[src/rtl/core/htb_pkg.sv]
// Shared constants and types of the Huffman tree builder.
package htb_pkg;

	localparam int DEFAULT_MAX_LEAVES = 32;
	localparam int W_WIDTH            = 16;
	localparam int SYM_WIDTH          = 16;
	localparam int NW_WIDTH           = 21;
	localparam int DEPTH_WIDTH        = 6;
	// Tree depth is carried modulo 32 on its way down the walk.
	localparam int DEPTH_BITS         = 5;

	typedef enum logic [3:0] {
		S_IDLE,
		S_SCAN,
		S_PLACE,
		S_SHIFT,
		S_PUT,
		S_BUILD,
		S_INIT,
		S_FIND0,
		S_FIND,
		S_MERGE,
		S_PACK,
		S_APPEND,
		S_ROOT,
		S_ROOTD,
		S_EMIT,
		S_POP
	} state_t;

endpackage

[src/rtl/core/htb_ram.sv]
// Generic single-write, single-read synchronous RAM with registered read data.
module htb_ram #(
	parameter int WIDTH = 8,
	parameter int DEPTH = 16
) (
	input  logic                     clk,
	input  logic                     we,
	input  logic [$clog2(DEPTH)-1:0] waddr,
	input  logic [WIDTH-1:0]         wdata,
	input  logic [$clog2(DEPTH)-1:0] raddr,
	output logic [WIDTH-1:0]         rdata
);

	logic [WIDTH-1:0] mem [DEPTH];

	always_ff @(posedge clk) begin
		if (we) begin
			mem[waddr] <= wdata;
		end
		rdata <= mem[raddr];
	end

endmodule

[src/rtl/core/huffman_tree_builder_core.sv]
// Huffman tree builder: sorted probe store, tree construction and preorder output.
//
// Input words (weight, symbol, last_probe) are taken on in_valid while in_stall
// is low. Each word is inserted into a list of leaves sorted by weight and then
// by signed symbol; an exact duplicate is dropped, and a new word that finds the
// list full is dropped and sets the dropped flag of the batch. Insertion scans
// the node memory one entry per cycle and shifts the tail one entry per cycle.
// The word marked last_probe then starts the build: the leaves are copied into
// the work list, and every merge makes one pass to find the two lightest
// entries and one pass to compact the list. The walk then emits the tree in
// preorder, one output word per cycle for an internal node while out_stall
// lets the output register load; a leaf that resumes from the stack first
// passes through S_POP. The work list memory doubles as the walk stack.
// One output register parts the result side from the engine: a stall on
// out_stall holds that word and pauses the walk, and new input words are not
// taken until the last word of the batch is in the output register. Reset
// empties the list and clears the dropped flag; memory contents are not
// cleared and need no clearing pass.
module huffman_tree_builder_core #(
	parameter int MAX_LEAVES = htb_pkg::DEFAULT_MAX_LEAVES
) (
	input  logic                                  clk,
	input  logic                                  arst_n,
	input  logic                                  in_valid,
	output logic                                  in_stall,
	input  logic [htb_pkg::W_WIDTH-1:0]           weight,
	input  logic signed [htb_pkg::SYM_WIDTH-1:0]  symbol,
	input  logic                                  last_probe,
	output logic                                  out_valid,
	input  logic                                  out_stall,
	output logic [htb_pkg::DEPTH_WIDTH-1:0]       depth,
	output logic [htb_pkg::NW_WIDTH-1:0]          node_weight,
	output logic signed [htb_pkg::SYM_WIDTH-1:0]  node_symbol,
	output logic                                  dropped,
	output logic                                  last_node
);

	import htb_pkg::*;

	localparam int NODES = 2 * MAX_LEAVES - 1;
	localparam int NIW   = $clog2(NODES);
	localparam int LIW   = $clog2(MAX_LEAVES);
	localparam int CW    = $clog2(MAX_LEAVES + 1);
	localparam int NWORD = NW_WIDTH + SYM_WIDTH + 2 * NIW;
	localparam int LWORD = NIW + NW_WIDTH;

	typedef struct packed {
		logic [NW_WIDTH-1:0]         wt;
		logic signed [SYM_WIDTH-1:0] sym;
		logic [NIW-1:0]              left;
		logic [NIW-1:0]              right;
	} node_word_t;

	// Work list entry; on the walk stack the weight field carries the depth.
	typedef struct packed {
		logic [NIW-1:0]      idx;
		logic [NW_WIDTH-1:0] wt;
	} list_word_t;

	state_t state_q, state_d;

	logic [W_WIDTH-1:0]         w_q;
	logic signed [SYM_WIDTH-1:0] s_q;
	logic                       last_q;
	logic [CW-1:0]              len_q, idx_q, pos_q, leaves_q, wlen_q;
	logic [CW-1:0]              a_q, b_q, wp_q, sp_q;
	logic [NIW-1:0]             next_q, cur_q, na_q, nb_q;
	logic [NW_WIDTH-1:0]        wa_q, wb_q;
	logic                       hb_q, ovf_q;
	logic [DEPTH_BITS-1:0]      dep_q;

	logic                       out_v_q, lastn_q, drop_q;
	logic [DEPTH_WIDTH-1:0]     depth_q;
	logic [NW_WIDTH-1:0]        nw_q;
	logic signed [SYM_WIDTH-1:0] ns_q;

	logic                       node_we;
	logic [NIW-1:0]             node_waddr, node_raddr;
	node_word_t                 node_wdata, nrd;
	logic [NWORD-1:0]           node_rdata;
	logic                       list_we;
	logic [LIW-1:0]             list_waddr, list_raddr;
	list_word_t                 list_wdata, lrd;
	logic [LWORD-1:0]           list_rdata;

	logic                       ent_eq, ent_gt, full, out_free, internal;
	logic                       take_a, take_b, keep, out_load;
	logic [CW-1:0]              idx_inc;
	logic [NW_WIDTH-1:0]        w_ext, sum;

	htb_ram #(.WIDTH(NWORD), .DEPTH(NODES)) u_node_ram (
		.clk   (clk),
		.we    (node_we),
		.waddr (node_waddr),
		.wdata (node_wdata),
		.raddr (node_raddr),
		.rdata (node_rdata)
	);

	htb_ram #(.WIDTH(LWORD), .DEPTH(MAX_LEAVES)) u_list_ram (
		.clk   (clk),
		.we    (list_we),
		.waddr (list_waddr),
		.wdata (list_wdata),
		.raddr (list_raddr),
		.rdata (list_rdata)
	);

	assign nrd      = node_rdata;
	assign lrd      = list_rdata;
	assign w_ext    = NW_WIDTH'(w_q);
	assign ent_eq   = (nrd.wt == w_ext) && (nrd.sym == s_q);
	assign ent_gt   = (nrd.wt > w_ext) || ((nrd.wt == w_ext) && (nrd.sym > s_q));
	assign full     = len_q >= CW'(MAX_LEAVES);
	assign out_free = !out_v_q || !out_stall;
	assign internal = cur_q >= NIW'(leaves_q);
	assign idx_inc  = idx_q + CW'(1);
	assign sum      = wa_q + wb_q;
	// A tie keeps the earlier list position, so only strictly lighter entries move.
	assign take_a   = (idx_q == '0) || (lrd.wt < wa_q);
	assign take_b   = !take_a && (!hb_q || (lrd.wt < wb_q));
	assign keep     = (idx_q != a_q) && (idx_q != b_q);
	assign out_load = (state_q == S_EMIT) && out_free;
	assign in_stall = state_q != S_IDLE;

	always_ff @(posedge clk or negedge arst_n) begin
		if (!arst_n) begin
			state_q <= S_IDLE;
		end else begin
			state_q <= state_d;
		end
	end

	always_comb begin
		state_d    = state_q;
		node_we    = 1'b0;
		node_waddr = '0;
		node_wdata = '0;
		node_raddr = '0;
		list_we    = 1'b0;
		list_waddr = '0;
		list_wdata = '0;
		list_raddr = '0;
		case (state_q)
			S_IDLE: begin
				if (in_valid) begin
					state_d = (len_q == '0) ? S_PLACE : S_SCAN;
				end
			end
			S_SCAN: begin
				node_raddr = NIW'(idx_inc);
				if (ent_eq) begin
					state_d = last_q ? S_BUILD : S_IDLE;
				end else if (ent_gt || (idx_q == len_q - CW'(1))) begin
					state_d = S_PLACE;
				end
			end
			S_PLACE: begin
				node_raddr = NIW'(len_q - CW'(1));
				if (full) begin
					state_d = last_q ? S_BUILD : S_IDLE;
				end else if (pos_q == len_q) begin
					state_d = S_PUT;
				end else begin
					state_d = S_SHIFT;
				end
			end
			S_SHIFT: begin
				node_we    = 1'b1;
				node_waddr = NIW'(idx_inc);
				node_wdata = nrd;
				node_raddr = (idx_q == '0) ? '0 : NIW'(idx_q - CW'(1));
				if (idx_q == pos_q) begin
					state_d = S_PUT;
				end
			end
			S_PUT: begin
				node_we        = 1'b1;
				node_waddr     = NIW'(pos_q);
				node_wdata.wt  = w_ext;
				node_wdata.sym = s_q;
				state_d        = last_q ? S_BUILD : S_IDLE;
			end
			S_BUILD: begin
				state_d = S_INIT;
			end
			S_INIT: begin
				list_we        = 1'b1;
				list_waddr     = LIW'(idx_q);
				list_wdata.idx = NIW'(idx_q);
				list_wdata.wt  = nrd.wt;
				node_raddr     = NIW'(idx_inc);
				if (idx_q == leaves_q - CW'(1)) begin
					state_d = (leaves_q == CW'(1)) ? S_ROOT : S_FIND0;
				end
			end
			S_FIND0: begin
				state_d = S_FIND;
			end
			S_FIND: begin
				list_raddr = (idx_inc < wlen_q) ? LIW'(idx_inc) : '0;
				if (idx_q == wlen_q - CW'(1)) begin
					state_d = S_MERGE;
				end
			end
			S_MERGE: begin
				node_we          = 1'b1;
				node_waddr       = next_q;
				node_wdata.wt    = sum;
				node_wdata.left  = na_q;
				node_wdata.right = nb_q;
				state_d          = S_PACK;
			end
			S_PACK: begin
				list_raddr = (idx_inc < wlen_q) ? LIW'(idx_inc) : '0;
				list_we    = keep;
				list_waddr = LIW'(wp_q);
				list_wdata = lrd;
				if (idx_q == wlen_q - CW'(1)) begin
					state_d = S_APPEND;
				end
			end
			S_APPEND: begin
				list_we        = 1'b1;
				list_waddr     = LIW'(wlen_q - CW'(2));
				list_wdata.idx = next_q;
				list_wdata.wt  = sum;
				state_d        = (wlen_q == CW'(2)) ? S_ROOT : S_FIND0;
			end
			S_ROOT: begin
				state_d = S_ROOTD;
			end
			S_ROOTD: begin
				node_raddr = lrd.idx;
				state_d    = S_EMIT;
			end
			S_EMIT: begin
				node_raddr = cur_q;
				if (out_free) begin
					if (internal) begin
						// Right child waits on the stack, the left one is visited next.
						list_we        = 1'b1;
						list_waddr     = LIW'(sp_q);
						list_wdata.idx = nrd.right;
						list_wdata.wt  = NW_WIDTH'(DEPTH_BITS'(dep_q + 1'b1));
						node_raddr     = nrd.left;
					end else if (sp_q == '0) begin
						state_d = S_IDLE;
					end else begin
						list_raddr = LIW'(sp_q - CW'(1));
						state_d    = S_POP;
					end
				end
			end
			S_POP: begin
				node_raddr = lrd.idx;
				state_d    = S_EMIT;
			end
			default: begin
				state_d = S_IDLE;
			end
		endcase
	end

	always_ff @(posedge clk or negedge arst_n) begin
		if (!arst_n) begin
			len_q <= '0;
			ovf_q <= 1'b0;
		end else begin
			if (state_q == S_PUT) begin
				len_q <= len_q + CW'(1);
			end else if (out_load && !internal && (sp_q == '0)) begin
				len_q <= '0;
			end
			if ((state_q == S_PLACE) && full) begin
				ovf_q <= 1'b1;
			end else if (out_load && !internal && (sp_q == '0)) begin
				ovf_q <= 1'b0;
			end
		end
	end

	always_ff @(posedge clk) begin
		case (state_q)
			S_IDLE: begin
				w_q    <= weight;
				s_q    <= symbol;
				last_q <= last_probe;
				idx_q  <= '0;
				pos_q  <= '0;
			end
			S_SCAN: begin
				idx_q <= idx_inc;
				pos_q <= ent_gt ? idx_q : len_q;
			end
			S_PLACE: begin
				idx_q <= len_q - CW'(1);
			end
			S_SHIFT: begin
				idx_q <= idx_q - CW'(1);
			end
			S_BUILD: begin
				idx_q    <= '0;
				leaves_q <= len_q;
			end
			S_INIT: begin
				idx_q  <= idx_inc;
				wlen_q <= leaves_q;
				next_q <= NIW'(leaves_q);
			end
			S_FIND0: begin
				idx_q <= '0;
				hb_q  <= 1'b0;
			end
			S_FIND: begin
				idx_q <= idx_inc;
				if (take_a) begin
					b_q  <= a_q;
					wb_q <= wa_q;
					nb_q <= na_q;
					hb_q <= hb_q || (idx_q != '0);
					a_q  <= idx_q;
					wa_q <= lrd.wt;
					na_q <= lrd.idx;
				end else if (take_b) begin
					b_q  <= idx_q;
					wb_q <= lrd.wt;
					nb_q <= lrd.idx;
					hb_q <= 1'b1;
				end
			end
			S_MERGE: begin
				idx_q <= '0;
				wp_q  <= '0;
			end
			S_PACK: begin
				idx_q <= idx_inc;
				if (keep) begin
					wp_q <= wp_q + CW'(1);
				end
			end
			S_APPEND: begin
				wlen_q <= wlen_q - CW'(1);
				next_q <= next_q + NIW'(1);
			end
			S_ROOTD: begin
				cur_q <= lrd.idx;
				dep_q <= DEPTH_BITS'(1);
				sp_q  <= '0;
			end
			S_EMIT: begin
				if (out_free) begin
					if (internal) begin
						cur_q <= nrd.left;
						dep_q <= dep_q + 1'b1;
						sp_q  <= sp_q + CW'(1);
					end else if (sp_q != '0) begin
						sp_q <= sp_q - CW'(1);
					end
				end
			end
			S_POP: begin
				cur_q <= lrd.idx;
				dep_q <= lrd.wt[DEPTH_BITS-1:0];
			end
			default: begin
			end
		endcase
	end

	always_ff @(posedge clk or negedge arst_n) begin
		if (!arst_n) begin
			out_v_q <= 1'b0;
		end else if (out_load) begin
			out_v_q <= 1'b1;
		end else if (!out_stall) begin
			out_v_q <= 1'b0;
		end
	end

	always_ff @(posedge clk) begin
		if (out_load) begin
			depth_q <= DEPTH_WIDTH'(dep_q);
			nw_q    <= nrd.wt;
			ns_q    <= nrd.sym;
			drop_q  <= ovf_q;
			lastn_q <= !internal && (sp_q == '0);
		end
	end

	assign out_valid   = out_v_q;
	assign depth       = depth_q;
	assign node_weight = nw_q;
	assign node_symbol = ns_q;
	assign dropped     = drop_q;
	assign last_node   = lastn_q;

	a_len_cap: assert property (@(posedge clk) disable iff (!arst_n)
		len_q <= CW'(MAX_LEAVES))
		else $error("leaf count exceeds capacity");

	a_find_len: assert property (@(posedge clk) disable iff (!arst_n)
		(state_q == S_FIND) |-> (wlen_q >= CW'(2)))
		else $error("merge search started on a list of fewer than two entries");

	a_pack_order: assert property (@(posedge clk) disable iff (!arst_n)
		(state_q == S_PACK) |-> (wp_q <= idx_q))
		else $error("compaction write overtook its read");

	a_batch_end: assert property (@(posedge clk) disable iff (!arst_n)
		(out_load && !internal && (sp_q == '0)) |=>
		(state_q == S_IDLE && len_q == '0 && !ovf_q && out_valid && last_node))
		else $error("batch did not close after its final word");

	a_stack_cap: assert property (@(posedge clk) disable iff (!arst_n)
		(state_q == S_EMIT) |-> (sp_q < CW'(MAX_LEAVES)))
		else $error("walk stack overflow");

endmodule

[config.mk]
export PLATFORM = sky130hd
export DESIGN_NAME = huffman_tree_builder_core
export DESIGN_NICKNAME = d
export VERILOG_FILES = /design/src/rtl/core/htb_pkg.sv /design/src/rtl/core/htb_ram.sv /design/src/rtl/core/huffman_tree_builder_core.sv
export SDC_FILE = /design/constraint.sdc
export NUM_CORES = 2
export LEC_CHECK = 0
export ABC_AREA = 0
export ABC_CLOCK_PERIOD_IN_PS = 6100
export BUFFER_PORTS_ARGS = -buffer_cell sky130_fd_sc_hd__buf_2
export CORE_MARGIN = 2
export CORE_UTILIZATION = 44
export CTS_CLUSTER_DIAMETER = 150
export DETAILED_ROUTE_END_ITERATION = 6
export GPL_TIMING_DRIVEN = 1
export PLACE_DENSITY = 0.61
export SETUP_SLACK_MARGIN = 0.3
export SLEW_MARGIN = 0
export SYNTH_ARGS = -nofsm -noshare
export SYNTH_HDL_FRONTEND = slang
export SYNTH_SLANG_ARGS = --single-unit
[constraint.sdc]
create_clock -name clk -period 6.1 [get_ports clk]
set_clock_uncertainty 0.15 [all_clocks]
set_input_delay 0.61 -clock clk [delete_from_list [all_inputs] [get_ports clk]]
set_output_delay 0.61 -clock clk [all_outputs]
set_load 0.02 [all_outputs]
=== Yosys cells after proc, flatten, opt, wreduce, memory -nomap -nowiden ===
Memory sizes are Yosys's and may differ from the RTL's. A register that Yosys moved wholly into a read port is not among the register bits.
Cells that the tools add are included.

* RAM bits: 3,951
* Output and inout port bits: 47
* Flip-flop bits (word level): 209
* Memories kept: 2

{| class="wikitable"
|+ Memories
! name !! depth !! width !! read ports !! clocked after Yosys merged registers in !! write ports !! RTL line !! text
|-
| u_node_ram.mem || 63 || 49 || 1 || 1 || 1 || htb_ram.sv:14 || <nowiki>logic [WIDTH-1:0] mem [DEPTH];</nowiki>
|-
| u_list_ram.mem || 32 || 27 || 1 || 1 || 1 || htb_ram.sv:14 ||
|}

* Add/sub/neg operators: 13
* Reduce and logical (&&, ||, !) cells: 52
* Magnitude comparators: 7
* Multiplexer cells: 74
* Eq/ne operators: 39

{| class="wikitable"
|+ Operators by type and width
! cell !! count
|-
| one-hot mux 27 bit (4 select lines) || 1
|-
| two-way mux 6 bit || 14
|-
| one-hot mux 6 bit (2 select lines) || 6
|-
| one-hot mux 21 bit (3 select lines) || 1
|-
| one-hot mux 4 bit (15 select lines) || 1
|-
| two-way mux 27 bit || 2
|-
| two-way mux 4 bit || 12
|-
| less-than comparator 21 bit || 2
|-
| two-way mux 21 bit || 2
|-
| two-way mux 5 bit || 8
|-
| == test 4 bit, second input constant || 8
|-
| one-hot mux 16 bit (2 select lines) || 1
|-
| adder 6 x 1 -> 6 bit, second input constant || 5
|-
| == test 6 bit || 5
|-
| one-hot mux 6 bit (5 select lines) || 1
|-
| subtractor 6 x 1 -> 6 bit, second input constant || 5
|-
| one-hot mux 12 bit (2 select lines) || 1
|-
| one-hot mux 6 bit (4 select lines) || 1
|-
| adder 21 bit || 1
|-
| == test 21 x 16 -> 1 bit || 1
|-
| > comparator 21 x 16 -> 1 bit || 1
|-
| one-hot mux 5 bit (4 select lines) || 1
|-
| logical NOT 6 bit || 3
|-
| inequality test 2 bit, second input constant || 9
|-
| 38 further kinds || 93
|}

=== Logic depth before layout (Yosys ltp) ===
* Word-level depth: 7
* Depth in mapped cells: 19

=== Modules after synthesis ===
Synthesis repeated with hierarchy kept, for this count alone.

* Cell total of the unflattened synthesis: 8,832
* Area total of the unflattened synthesis: 167,425.6 µm²

{| class="wikitable"
|+ Modules (own cells, without submodules)
! module !! instances !! area each (µm²) !! cells an instance
|-
| htb_ram (u_node_ram) || 1 || 119,432.0 || 5,543
|-
| htb_ram (u_list_ram) || 1 || 34,222.8 || 1,915
|-
| huffman_tree_builder_core || 1 || 13,770.7 || 1,374
|}

=== Worst setup path before layout ===
OpenSTA, ideal clock, no wires.

* Kind: reg-to-reg
* Start point: reg wa_q[0]
* End point: mem u_node_ram.mem[0][48] (netlist bit) (data pin)
* Required time: 5.256 ns
* Period minus slack after synthesis: 5.901 ns
* Buffers on the path: 0
* Path slack: 0.199 ns
* Stages on the path, launching flop included: 13
* Arrival time: 5.057 ns
* Path through: edfxtp_1 -> ha_1 -> fa_1 -> a211oi_1 -> o21a_1 -> o41ai_1 -> a21oi_1 -> o21bai_1 -> a21o_1 -> a21o_1 -> a31oi_1 -> xnor2_1 -> o21ai_0

{| class="wikitable"
|+ RTL lines
! what !! RTL line !! text
|-
| start, declared || huffman_tree_builder_core.sv:68 || <nowiki>logic [NW_WIDTH-1:0] wa_q, wb_q;</nowiki>
|-
| start signal, assigned || huffman_tree_builder_core.sv:323 || <nowiki>wa_q <= lrd.wt;</nowiki>
|-
| end, declared || htb_ram.sv:14 ||
|}

=== Worst setup path after layout ===
* Start point: reg idx_q[2]
* End point: reg u_node_ram.rdata[31], read port of u_node_ram.mem

* Cells in the longest elaborated chain, start to end: 3
* Elaborated cells between the ends (all ways): 5

{| class="wikitable"
|+ RTL lines
! what !! RTL line !! text
|-
| start, declared || huffman_tree_builder_core.sv:65 || <nowiki>logic [CW-1:0] len_q, idx_q, pos_q, leaves_q, wlen_q;</nowiki>
|-
| start signal, assigned || huffman_tree_builder_core.sv:293 || <nowiki>idx_q <= idx_inc;</nowiki>
|-
| start signal, assigned || huffman_tree_builder_core.sv:297 || <nowiki>idx_q <= len_q - CW'(1);</nowiki>
|-
| start signal, assigned || huffman_tree_builder_core.sv:300 || <nowiki>idx_q <= idx_q - CW'(1);</nowiki>
|-
| subtractor 6 x 1 -> 6 bit / logical NOT 6 bit (equally long branches) || huffman_tree_builder_core.sv:172 || <nowiki>node_raddr = (idx_q == '0) ? '0 : NIW'(idx_q - CW'(1));</nowiki>
|-
| two-way mux 6 bit || huffman_tree_builder_core.sv:172 ||
|-
| one-hot mux 6 bit (5 select lines) (*) || huffman_tree_builder_core.sv:144 || <nowiki>case (state_q)</nowiki>
|-
| end, declared || htb_ram.sv:11 || <nowiki>output logic [WIDTH-1:0] rdata</nowiki>
|}

Every way passes the cells marked *; elsewhere a longest branch is shown, timed or not.
A chain may end at the register's enable or synchronous reset.

==> results by group <==
Run status
  • Status: finished with violations
  • Failing checks: DRC

Global route
  • Gr usage total: 26.2%
  • Global-route wire length before repair: 728000 um
  • Vias in the first global route: 97600
  • Congestion Overflow GR: 0
  • Largest net degree at the start of global routing: 98
  • Antenna violations before repair: 16

Floorplan
  • I/O pin cnt: 84
  • Die area: 387000 sq um
  • # rows: 226
  • Die Width: 622 um
  • Die span in y: 622 um
  • Initial Util: 44.3%
  • Core area: 379000 sq um

Worst setup path
  • WP buf/inv: 1
  • Critical-path cell list: nor3_2, and3_1, nand2_1, a32oi_1, and3_4, buf_12, mux4_2, a211o_1, a31oi_2, nand3b_1
  • Max stage delay on crit path: 0.97 ns
  • Max FO, Critical Path: 62
  • Worst setup EP type: flop
  • Startpoint class of the critical path: flop
  • Critical Path Slowest Stage Cell: and3_4
  • Req. time, crit path: 6.71 ns
  • CP delay by family, top: simple AND/OR/NAND/NOR gates
  • Worst Path Arrival: 6.36 ns
  • Crit path kind: flop to flop

Route
  • Via/cell ratio: 6.30
  • Total number of vias: 99200
  • TritonRoute pass-1 iters: 7
  • Total wire length: 519000 um
  • Antenna-violating nets left: 0
  • Wire length per cell: 32.9 um
  • Drt first-iter violations: 13900
  • DRC: 3

Layout
  • Layout cells sized above 1: 19.1%
  • Nets: 10500
  • Fin area: 193000 sq um
  • Core Util, Final: 50.9%
  • Layout area overhead: 15.1%

Timing
  • Slew headroom: 7.93%
  • Post-route setup TNS: 0 ns
  • Max-slew violations: 0
  • RSZ-0062 raised after global routing: no
  • Hold Fails Final Rpt: 0
  • Fmax: 174 MHz
  • Slew at the pin closest to its max-slew limit: 1.38 ns
  • Setup Viol. Count Final: 0
  • Tcrit/Tclk final: 94.3%
  • Min Clock Period, post-route: 5.75 ns

Clocking
  • Maximum root-to-sink buffer count: 4
  • Root Driver: clkbuf_16
  • Num CTS Buffers: 412
  • Depth of the CTS H-tree: 5
  • Worst skew pair latency: 1.01 ns
  • CTS tree: yes
  • Sink Count: 4235
  • Clk slew on worst S/H paths: 0.07 ns

Power and ir drop
  • Power density cells: 298 nW/um^2
  • Leak: 53.6 nW
  • VDD IR max: 282 uV

Logic synthesis
  • Count leader, synth: edfxtp_1
  • Number of flops mapped to enable cells by yosys: 4147
  • Cells after Synth: 9928
  • Yosys top cell area share: 74.1%
  • Async SR Flop Fraction: 0.283%
  • Synth area leaders: edfxtp_1, mux4_2, nand2_1
  • Register area share after synthesis: 75.2%
  • Post-Syn Area per Cell: 16.9 sq um
  • Synthesized Nets: 10100
  • Mapped Area: 168000 sq um
  • Yosys cell types: 90
  • Syn. warnings: 0
  • Area leader, netlist: edfxtp_1
  • Yosys reg bits: 4235
  • Synth top cells by count: edfxtp_1, nand2_1, mux4_2, nand3_1, nor2_1
  • Main flop type after synthesis: edfxtp_1

Job
  • Max Cap Viol: 0

Place
  • Placed Instance Area: 179000 sq um
  • HPWL after DPL: 297000 um
  • IO Port Bufs: 82
  • GPL Wtd Cong: 0.897

Hold path
  • Hold Path Class: input pin to flop
## worst register-to-register path: cells and delay by family (launching register included)
family                 cells  cell delay (ns)
AO/OA/AOI/OAI              3             1.80
flip-flops                 1             0.65
multiplexers               1             0.62
AND/OR/NAND/NOR            5             1.85
buffers and inverters      1             0.49
## registers in the layout, summed over array words and instances (netlist names), 21 cells and up
| name | flops |
|---|---|
| wa_q | 21 |
| u_node_ram.mem | 3087 |
| node_weight | 21 |
| wb_q | 21 |
| u_list_ram.rdata | 27 |
| u_list_ram.mem | 864 |
| u_node_ram.rdata | 49 |
## stage by stage
step           std cells  power, mW  hold slack, ns  setup WS [ns]
5_1_grt            15700       58.9           0.151          0.366
6_report           15800       57.6           0.144          0.349
3_5_place_dp       14900       32.1           0.297          0.170
2_1_floorplan       9928       32.1           0.164          0.451
3_3_place_gp       14900       32.1           0.289         0.0558
4_1_cts            15700       57.8           0.103          0.359
## cells by family (layout without fill, tap and decap cells)
logic type / Yosys count / count (layout) / synth area share [%]
DFF: 4235 / 4235 / 75.2
and+or+nand+nor: 2366 / 2366 / 6.25
AOI/OAI and AO/OA: 1580 / 1580 / 6.67
muxes: 819 / 819 / 8.54
buffers and inverters: 704 / 1495 / 1.86
adders and majority gates: 123 / 123 / 0.921
xor gates and xnor gates: 100 / 100 / 0.526
other: 1 / 20 / 0.00223
## report_power, final
| group | switching (mW) | leakage [nW] | internal (mW) |
|---|---|---|---|
| combinational | 0.0152 | 17.8 | 0.0223 |
| clock | 11.1 | 6.72 | 15.0 |
| sequential | 0.000000000000000123 | 29.2 | 31.4 |
## cell type report
cell class                 count  area, sq um
antenna                       19         47.5
clock inverter               235         2690
tap                         5016         6280
inverter                     110          413
fill                       30500       186000
clock buffer                 535        11100
multi-input combinational   4989        40100
sequential                  4235       126000
timing repair buffer         615         6300
## what timing repair did
item | in CTS | in global routing
hold buffers | 34 | 0
setup endpoints to repair | 2 | 3
setup buffers | 0 | 0
endpoints found under the hold margin | 45 | 0
gates resized for setup | 2 | 3
## layer usage
layer  global-route usage, %  share of wire [%]
met1                    35.3                 38
met2                    42.3                 47
met4                    11.9                5.2
met3                    3.90                9.2
met5                       0             0.0050
## path summary, 6_finish.rpt
kind	startpoint	to	slack [ns]	depth (start not counted)
min reg2reg	ovf_q	dropped	0.30	0
max in group asynchronous	arst_n	state_q[1]	5.32	2
max reg2reg	idx_q[2]	u_node_ram.rdata[31]	0.35	10
max	idx_q[2]	u_node_ram.rdata[31]	0.35	10
min	out_stall	out_valid	0.14	3
min in group asynchronous	arst_n	len_q[4]	0.22	2
## cells in the final DEF, fill, tap and decap left out, types with 105 or more instances in the layout
cell and n:
clkbuf_16 418, nand4_1 161, mux2_2 106, mux2i_1 232, mux4_2 481, a311oi_1 112
o21ai_0 108, nand3_1 448, a22oi_1 154, a32oi_1 113, a21oi_1 327, buf_12 144
inv_1 105, ha_1 122, buf_4 354, nor2_1 255, edfxtp_1 4147, o22ai_1 128
nand2_1 1175
Note: power is estimated with default switching activity, not from simulation.
